===== src/design/grpc_message_deframer_macros.svh =====
// Assertion macros for the gRPC message deframer.
// Used by grpc_message_deframer.sv; no other dependencies.
`ifndef GRPC_MESSAGE_DEFRAMER_MACROS_SVH
`define GRPC_MESSAGE_DEFRAMER_MACROS_SVH

`ifndef SYNTHESIS

// Checked while out of reset.
`define GMD_ASSERT(label, clk, rstn, prop) \
    label: assert property (@(posedge clk) disable iff (!rstn) prop) \
        else $error("gmd assertion failed");

// Checked on every edge, reset included.
`define GMD_ASSERT_ALWAYS(label, clk, prop) \
    label: assert property (@(posedge clk) prop) \
        else $error("gmd assertion failed");

`else

`define GMD_ASSERT(label, clk, rstn, prop)
`define GMD_ASSERT_ALWAYS(label, clk, prop)

`endif

`endif


===== src/design/gmd_pkg.sv =====
// Shared types and constants for the gRPC message deframer.
// No dependencies.
package gmd_pkg;

    localparam int unsigned LEN_W       = 32;
    localparam int unsigned BYTE_W      = 8;
    localparam int unsigned KIND_W      = 2;
    localparam int unsigned CODE_W      = 2;
    localparam int unsigned PCNT_W      = 3;
    localparam int unsigned CFG_IDX_W   = 1;
    localparam int unsigned OUT_TDATA_W = 16;
    localparam int unsigned OUT_TUSER_W = 3;

    localparam logic [PCNT_W-1:0] PREFIX_LAST = 3'd4;

    localparam logic [LEN_W-1:0] MAX_MSG_RESET = 32'd4194304;

    localparam logic [CFG_IDX_W-1:0] REG_MAX_MSG  = 1'd0;
    localparam logic [CFG_IDX_W-1:0] REG_ACC_COMP = 1'd1;

    localparam logic [KIND_W-1:0] KIND_PAYLOAD = 2'd0;
    localparam logic [KIND_W-1:0] KIND_EMPTY   = 2'd1;
    localparam logic [KIND_W-1:0] KIND_END     = 2'd2;
    localparam logic [KIND_W-1:0] KIND_ERROR   = 2'd3;

    localparam logic [CODE_W-1:0] ERR_LENGTH      = 2'd0;
    localparam logic [CODE_W-1:0] ERR_FLAG        = 2'd1;
    localparam logic [CODE_W-1:0] ERR_COMPRESSION = 2'd2;
    localparam logic [CODE_W-1:0] ERR_TRUNCATED   = 2'd3;

    localparam logic CMD_DATA = 1'b0;
    localparam logic CMD_END  = 1'b1;

    typedef struct packed {
        logic [KIND_W-1:0] kind;
        logic [BYTE_W-1:0] payload_byte;
        logic              compressed;
        logic              last;
        logic [CODE_W-1:0] error_code;
    } res_t;

endpackage


===== src/design/grpc_message_deframer.sv =====
// gRPC length-prefixed message deframer.
// Usage: byte items enter on s_axis (tuser = cmd: 0 data byte, 1 end of stream,
// tdata = data_byte). Results leave on m_axis: tuser = {compressed, kind},
// tdata = {error_code, payload_byte}, tlast marks the final byte of a message
// or an empty message. Prefix bytes yield no result, but the last may yield an error or empty.
// Configuration: cfg_valid/cfg_ready with cfg_index (0 payload size limit,
// 1 accept_compressed) and cfg_data; cfg_ready is always high. Write only
// while idle.
// Throughput: one item per cycle while the skid register is empty, set by the
// combinational parse of the prefix/payload state and the two-entry output register pair.
// Output: a result is registered into the head (or, if occupied, skid) register.
// Stall: while m_axis_tready is low, one more result is held in a skid
// register; s_axis_tready drops once that register is occupied.
// Reset (rst_n low, asynchronous): parse state and sticky error clear,
// registers return to 4194304 and 0, the output side empties.
// Errors are sticky: every later item returns the held error until reset.
// Depends on gmd_pkg and grpc_message_deframer_macros.svh.
`include "grpc_message_deframer_macros.svh"

module grpc_message_deframer
(
    input  logic                                  clk,
    input  logic                                  rst_n,
    input  logic                                  s_axis_tvalid,
    output logic                                  s_axis_tready,
    input  logic [gmd_pkg::BYTE_W-1:0]            s_axis_tdata,  // [7:0] data_byte
    input  logic                                  s_axis_tuser,  // [0] cmd
    output logic                                  m_axis_tvalid,
    input  logic                                  m_axis_tready,
    output logic [gmd_pkg::OUT_TDATA_W-1:0]       m_axis_tdata,  // [7:0] payload_byte,
                                                                 // [9:8] error_code, rest 0
    output logic [gmd_pkg::OUT_TUSER_W-1:0]       m_axis_tuser,  // [1:0] kind, [2] compressed
    output logic                                  m_axis_tlast,
    input  logic                                  cfg_valid,
    output logic                                  cfg_ready,
    input  logic [gmd_pkg::CFG_IDX_W-1:0]         cfg_index,
    input  logic [gmd_pkg::LEN_W-1:0]             cfg_data
);

    logic [gmd_pkg::LEN_W-1:0]  max_msg_reg;
    logic                       acc_comp_reg;

    logic                       in_payload_reg, in_payload_next;
    logic [gmd_pkg::PCNT_W-1:0] pcnt_reg, pcnt_next;
    logic                       flag_reg, flag_next;
    logic                       flag_bad_reg, flag_bad_next;
    logic [gmd_pkg::LEN_W-1:0]  rem_reg, rem_next;
    logic                       err_held_reg, err_held_next;
    logic [gmd_pkg::CODE_W-1:0] err_code_reg, err_code_next;

    gmd_pkg::res_t              res;
    logic                       res_valid;

    gmd_pkg::res_t              head_reg, head_next;
    logic                       head_valid_reg, head_valid_next;
    gmd_pkg::res_t              skid_reg, skid_next;
    logic                       skid_valid_reg, skid_valid_next;

    logic                       in_acc;
    logic                       push;
    logic                       pop;
    logic [gmd_pkg::LEN_W-1:0]  len_full;

    assign cfg_ready     = 1'b1;
    assign s_axis_tready = !skid_valid_reg;
    assign in_acc        = s_axis_tvalid && s_axis_tready;
    assign len_full      = {rem_reg[gmd_pkg::LEN_W-gmd_pkg::BYTE_W-1:0], s_axis_tdata};

    always_ff @(posedge clk or negedge rst_n)
    begin
        if (!rst_n)
        begin
            max_msg_reg  <= gmd_pkg::MAX_MSG_RESET;
            acc_comp_reg <= 1'b0;
        end
        else if (cfg_valid && cfg_ready)
        begin
            case (cfg_index)
                gmd_pkg::REG_MAX_MSG:  max_msg_reg  <= cfg_data;
                gmd_pkg::REG_ACC_COMP: acc_comp_reg <= cfg_data[0];
                default: ;
            endcase
        end
    end

    always_comb
    begin
        in_payload_next = in_payload_reg;
        pcnt_next       = pcnt_reg;
        flag_next       = flag_reg;
        flag_bad_next   = flag_bad_reg;
        rem_next        = rem_reg;
        err_held_next   = err_held_reg;
        err_code_next   = err_code_reg;
        res             = '0;
        res_valid       = 1'b0;

        if (err_held_reg)
        begin
            res_valid      = 1'b1;
            res.kind       = gmd_pkg::KIND_ERROR;
            res.error_code = err_code_reg;
        end
        else if (s_axis_tuser == gmd_pkg::CMD_END)
        begin
            res_valid = 1'b1;
            if (in_payload_reg || pcnt_reg != '0)
            begin
                err_held_next  = 1'b1;
                err_code_next  = gmd_pkg::ERR_TRUNCATED;
                res.kind       = gmd_pkg::KIND_ERROR;
                res.error_code = gmd_pkg::ERR_TRUNCATED;
            end
            else
            begin
                res.kind = gmd_pkg::KIND_END;
            end
        end
        else if (in_payload_reg)
        begin
            res_valid        = 1'b1;
            res.kind         = gmd_pkg::KIND_PAYLOAD;
            res.payload_byte = s_axis_tdata;
            res.compressed   = flag_reg;
            res.last         = (rem_reg == gmd_pkg::LEN_W'(1));
            rem_next         = rem_reg - gmd_pkg::LEN_W'(1);
            if (rem_reg == gmd_pkg::LEN_W'(1))
            begin
                in_payload_next = 1'b0;
            end
        end
        else if (pcnt_reg == '0)
        begin
            flag_next     = s_axis_tdata[0];
            flag_bad_next = |s_axis_tdata[gmd_pkg::BYTE_W-1:1];
            rem_next      = '0;
            pcnt_next     = gmd_pkg::PCNT_W'(1);
        end
        else
        begin
            rem_next = len_full;
            if (pcnt_reg != gmd_pkg::PREFIX_LAST)
            begin
                pcnt_next = pcnt_reg + gmd_pkg::PCNT_W'(1);
            end
            else
            begin
                pcnt_next = '0;
                if (len_full > max_msg_reg)
                begin
                    res_valid      = 1'b1;
                    err_held_next  = 1'b1;
                    err_code_next  = gmd_pkg::ERR_LENGTH;
                    res.kind       = gmd_pkg::KIND_ERROR;
                    res.error_code = gmd_pkg::ERR_LENGTH;
                end
                else if (flag_bad_reg)
                begin
                    res_valid      = 1'b1;
                    err_held_next  = 1'b1;
                    err_code_next  = gmd_pkg::ERR_FLAG;
                    res.kind       = gmd_pkg::KIND_ERROR;
                    res.error_code = gmd_pkg::ERR_FLAG;
                end
                else if (flag_reg && !acc_comp_reg)
                begin
                    res_valid      = 1'b1;
                    err_held_next  = 1'b1;
                    err_code_next  = gmd_pkg::ERR_COMPRESSION;
                    res.kind       = gmd_pkg::KIND_ERROR;
                    res.error_code = gmd_pkg::ERR_COMPRESSION;
                end
                else if (len_full == '0)
                begin
                    res_valid      = 1'b1;
                    res.kind       = gmd_pkg::KIND_EMPTY;
                    res.compressed = flag_reg;
                    res.last       = 1'b1;
                end
                else
                begin
                    in_payload_next = 1'b1;
                end
            end
        end
    end

    always_ff @(posedge clk or negedge rst_n)
    begin
        if (!rst_n)
        begin
            in_payload_reg <= 1'b0;
            pcnt_reg       <= '0;
            flag_reg       <= 1'b0;
            flag_bad_reg   <= 1'b0;
            rem_reg        <= '0;
            err_held_reg   <= 1'b0;
            err_code_reg   <= '0;
        end
        else if (in_acc)
        begin
            in_payload_reg <= in_payload_next;
            pcnt_reg       <= pcnt_next;
            flag_reg       <= flag_next;
            flag_bad_reg   <= flag_bad_next;
            rem_reg        <= rem_next;
            err_held_reg   <= err_held_next;
            err_code_reg   <= err_code_next;
        end
    end

    // output register plus skid entry
    assign push = in_acc && res_valid;
    assign pop  = head_valid_reg && m_axis_tready;

    always_comb
    begin
        head_next       = head_reg;
        head_valid_next = head_valid_reg;
        skid_next       = skid_reg;
        skid_valid_next = skid_valid_reg;
        if (pop)
        begin
            head_next       = skid_reg;
            head_valid_next = skid_valid_reg;
            skid_valid_next = 1'b0;
        end
        if (push)
        begin
            if (!head_valid_next)
            begin
                head_next       = res;
                head_valid_next = 1'b1;
            end
            else
            begin
                skid_next       = res;
                skid_valid_next = 1'b1;
            end
        end
    end

    always_ff @(posedge clk or negedge rst_n)
    begin
        if (!rst_n)
        begin
            head_valid_reg <= 1'b0;
            skid_valid_reg <= 1'b0;
        end
        else
        begin
            head_valid_reg <= head_valid_next;
            skid_valid_reg <= skid_valid_next;
        end
    end

    always_ff @(posedge clk)
    begin
        head_reg <= head_next;
        skid_reg <= skid_next;
    end

    assign m_axis_tvalid = head_valid_reg;
    assign m_axis_tdata  = {{(gmd_pkg::OUT_TDATA_W-gmd_pkg::BYTE_W-gmd_pkg::CODE_W){1'b0}},
                            head_reg.error_code, head_reg.payload_byte};
    assign m_axis_tuser  = {head_reg.compressed, head_reg.kind};
    assign m_axis_tlast  = head_reg.last;

    `GMD_ASSERT_ALWAYS(a_skid_behind_head, clk, !rst_n || !skid_valid_reg || head_valid_reg)
    `GMD_ASSERT(a_err_sticky, clk, rst_n, err_held_reg |=> err_held_reg)
    `GMD_ASSERT(a_payload_no_prefix, clk, rst_n,
        in_payload_reg |-> (pcnt_reg == '0 && rem_reg != '0))
    `GMD_ASSERT(a_err_always_reports, clk, rst_n, (in_acc && err_held_reg) |-> push)
    `GMD_ASSERT(a_push_lands, clk, rst_n, push |=> head_valid_reg)

endmodule

===== config.mk =====
export PLATFORM = sky130hd
export DESIGN_NAME = grpc_message_deframer
export DESIGN_NICKNAME = d
export VERILOG_FILES = /design/src/design/gmd_pkg.sv /design/src/design/grpc_message_deframer.sv
export VERILOG_INCLUDE_DIRS = /design/src /design/src/design
export SDC_FILE = /design/constraint.sdc
export NUM_CORES = 1
export LEC_CHECK = 0
export BUFFER_PORTS_ARGS = -buffer_cell sky130_fd_sc_hd__buf_2
export CAP_MARGIN = 20
export CORE_MARGIN = 5
export CORE_UTILIZATION = 60
export DETAILED_ROUTE_END_ITERATION = 8
export GPL_TIMING_DRIVEN = 0
export PLACE_DENSITY_LB_ADDON = 0.12
export SLEW_MARGIN = 30
export SYNTH_ARGS = -nofsm -noshare
export SYNTH_HDL_FRONTEND = slang
export SYNTH_SLANG_ARGS = --single-unit

===== constraint.sdc =====
create_clock -name clk -period 7.96 [get_ports clk]
set_input_delay 1.194 -clock clk [delete_from_list [all_inputs] [get_ports clk]]
set_output_delay 1.194 -clock clk [all_outputs]
set_load 0.05 [all_outputs]

==> impl_summary.md <==
Setup path
In this run the critical register-to-register path is launched from rem_reg[7]$_DFFE_PN0P_. The worst setup path is launched from a primary input. STA puts the critical path data required time at 8040 ps. The startpoint of the most critical setup path is s_axis_tdata[1]. The critical setup path kind is primary input to flip-flop. The nature of the critical path endpoint is a flip-flop. In this run the worst path has a maximum fanout of 8. Counting cells, the worst reg-to-reg path comes to 8. Data on the critical path arrives at its endpoint at 4210 ps.

Die
The overall die width is 111 um. The floorplan step defined a die boundary enclosing 12200 sq um. Pin placement for this block handled 70 I/O pins. The placeable core area is 9820 sq um. For this configuration, the core starts out at a cell density of 61.8%. The standard-cell row count is 36. The height of the die is 111 um.

STA
The number of pins with negative max-slew slack in the final report came to 0. The tightest hold path in the finished design has a slack of 522 ps. Dividing the final minimum period by the clock period gives 51.9%.

The number of setup violations in the final report is 0. The remaining max-slew budget at the tightest pin is 52.2%. The total count of hold-check failures in the final report is 0. The transition time at the pin with the least slew margin is 714 ps. Setup repair after global routing left no endpoint under its margin. Static timing analysis puts the maximum clock frequency at 242 MHz. Across the routed clock network, the largest skew measured is 14.3 ps.

Counting I/O delays and the setup requirement, the final critical path takes 4130 ps. The total negative slack for setup checks is 0 ps.

Placement
In this run the cell area measured after placement is 6610 sq um. The number of input and output port buffers inserted is 62. The instance count after placement with tap cells included is 858. Routability-driven placement finished with a final weighted congestion of 0.908. The HPWL after detailed placement is 11800 um.

Cells and area
The count of placed standard cells in the final layout, fillers left out is 874. The area growth from synthesis to layout is 12.7%. The leading cell type in the layout, fill and taps excluded is dfrtp_1. The total non-filler cell area in the finished layout is 6840 sq um. The filler cell count is 804. In the layout the commonest cells are dfrtp_1, o21ai_0, nand2_1, buf_2, inv_1. The repair_antennas step left the layout with diodes totalling 0.

The number of nets at the end of the flow is 820. The fraction of final layout cells sized beyond drive strength 1 is 17.0%.

Detailed routing
Routed signal wires occupy layers up through met4. The routed design has 15900 um of wire. In the detailed route, the total length drawn on met2 is 7640 um. The detail route stage leaves a number of antenna-violating nets equal to 0.

In the final routing, the length of wire on met1 measures 6690 um. The number of violations reported at the end of detailed-routing iteration 0 is 439. The average wire length per cell after detail routing is 18.1 um. The routed design uses 1010 um of met3 wire. The first-pass iteration count of the detailed router is 5.

The routed layout has 5367 vias. The detailed-route vias per instance is 6.14. For this run, design rule violations remaining after detail routing come to 0.

Clocking
The total of hold buffers inserted after clock tree synthesis is 0. The count of clock tree sinks is 104. CTS built an H-tree with a depth of 3.

The number of clock buffers added by TritonCTS is 9. TritonCTS built the clock tree. For the worst-skew pair, the clock arrives at the later sink with an insertion delay of 370 ps.

Clock-pin slew was measured on the worst setup and hold paths at 80 ps. The deepest clock path buffer count is 2. The setup fix buffers added after clock tree synthesis is 0. The post-cts repair resize count is 0.

Clock tree synthesis selected as its root buffer the cell clkbuf_8.

Global routing
The initial antenna violation count is 0. The remaining global-route overflow is 0. The global-route wire length before repair is 26300 um. The all-layer global routing usage is 26.0%.

The number of global-route vias before repair is 5427. Entering global routing, the biggest net connects 46 pins.

Yosys
Synthesis handed over a netlist of 656 instances. The synthesis-stage register bit count is 104. Among all flip-flop cells after synthesis, the most frequent one is dfrtp_1. Counting flops with a built-in enable in the synthesized netlist gives 14. The sequential fraction of the synthesis area is 42.9%. The synthesized netlist occupies a cell area of 6070 sq um.

The count of different cell masters after synthesis is 57. A synthesized cell averages 9.25 sq um. The share of flip-flops with an asynchronous set or reset after synthesis is 73.1%.

Yosys printed 0 warnings.

Pwr
The cell area power density is 153 nW/um^2. The worst vdd rail ir drop is 103 uV. In this run the static leakage power is 3.29 nW.

The post-layout total power is 1.05 mW.

Flow run
The reported max-cap violation count is 0.

Run status
The run finished with clean final reports.

Hold path
The startpoint identified for the worst hold timing path is acc_comp_reg$_DFFE_PN0P_. The worst hold path stage count is 1. The worst hold path belongs to the class flip-flop to flip-flop.
cells by family after synthesis:
group	share of synthesized area, %
AOI/OAI and AO/OA	17.3
adders and majority gates	7.63
buffers and inverters	6.00
DFF	42.9
muxes	8.59
other	0.124
and+or+nand+nor	17.5
metal layers:
metal  GRT usage [%]  up-vias
met2            43.5      234
met5               0        -
met4            11.7        0
met3            3.99       48
li1                -     2518
met1            33.5     2567
power breakdown:
group / switching (mW) / internal [mW] / total (mW)
clock network: 0.181 / 0.195 / 0.377
logic: 0.0691 / 0.0393 / 0.108
registers: 0.00586 / 0.557 / 0.563
total: 0.256 / 0.792 / 1.05
synthesized netlist by cell type, types with 15 or more instances:
cell       n  share of area (%)
ha_1      37                7.6
mux2i_1   15                2.5
inv_1     45                2.8
a21oi_1   38                3.1
nand3_1   18                1.5
clkbuf_1  27                1.7
nor2_1    41                2.5
dfrtp_1   75                 31
nand2_1   67                4.1
mux2_2    21                3.9
o21ai_0   69                5.7
a22oi_1   22                2.7
nor3_1    24                2.0
worst max-delay path: stages:
cell	delay, ps
buf_2	140
ha_1	310
nor2b_1	140
o211ai_1	80
a2111oi_0	540
nor4_1	140
o211ai_1	630
nor3_1	200
nor3_2	550
buf_4	280
per-stage QoR:
stage	setup slack [ps]	util (%)
2_1_floorplan	3780	-
3_3_place_gp	2840	66.9
3_5_place_dp	3430	67.3
4_1_cts	3810	69.7
5_1_grt	3580	69.7
6_report	3830	69.7
worst paths after layout:
path	endpoint	slack, ps
worst max-delay path	skid_reg[7]$_DFFE_PP_	3830
worst max register to register	skid_reg[7]$_DFFE_PP_	4210
worst min register to register	acc_comp_reg$_DFFE_PN0P_	520
worst min-delay path	acc_comp_reg$_DFFE_PN0P_	520
min in group asynchronous	max_msg_reg[23]$_DFFE_PN0P_	760
max in group asynchronous	max_msg_reg[0]$_DFFE_PN0P_	6610
final cells by class:
class                           count  area [sq um]  area share [%]
Sequential cell                   104          2600            38.1
Tap cell                          133           166            2.43
Clock buffer                       12           155            2.27
Inverter                           46           173            2.52
Timing Repair Buffer               64           348            5.09
Buffer                             38           191            2.80
Multi-Input combinational cell    473          3130            45.7
Clock inverter                      4          76.3            1.12
No activity file was read; power rests on OpenSTA's default activity.
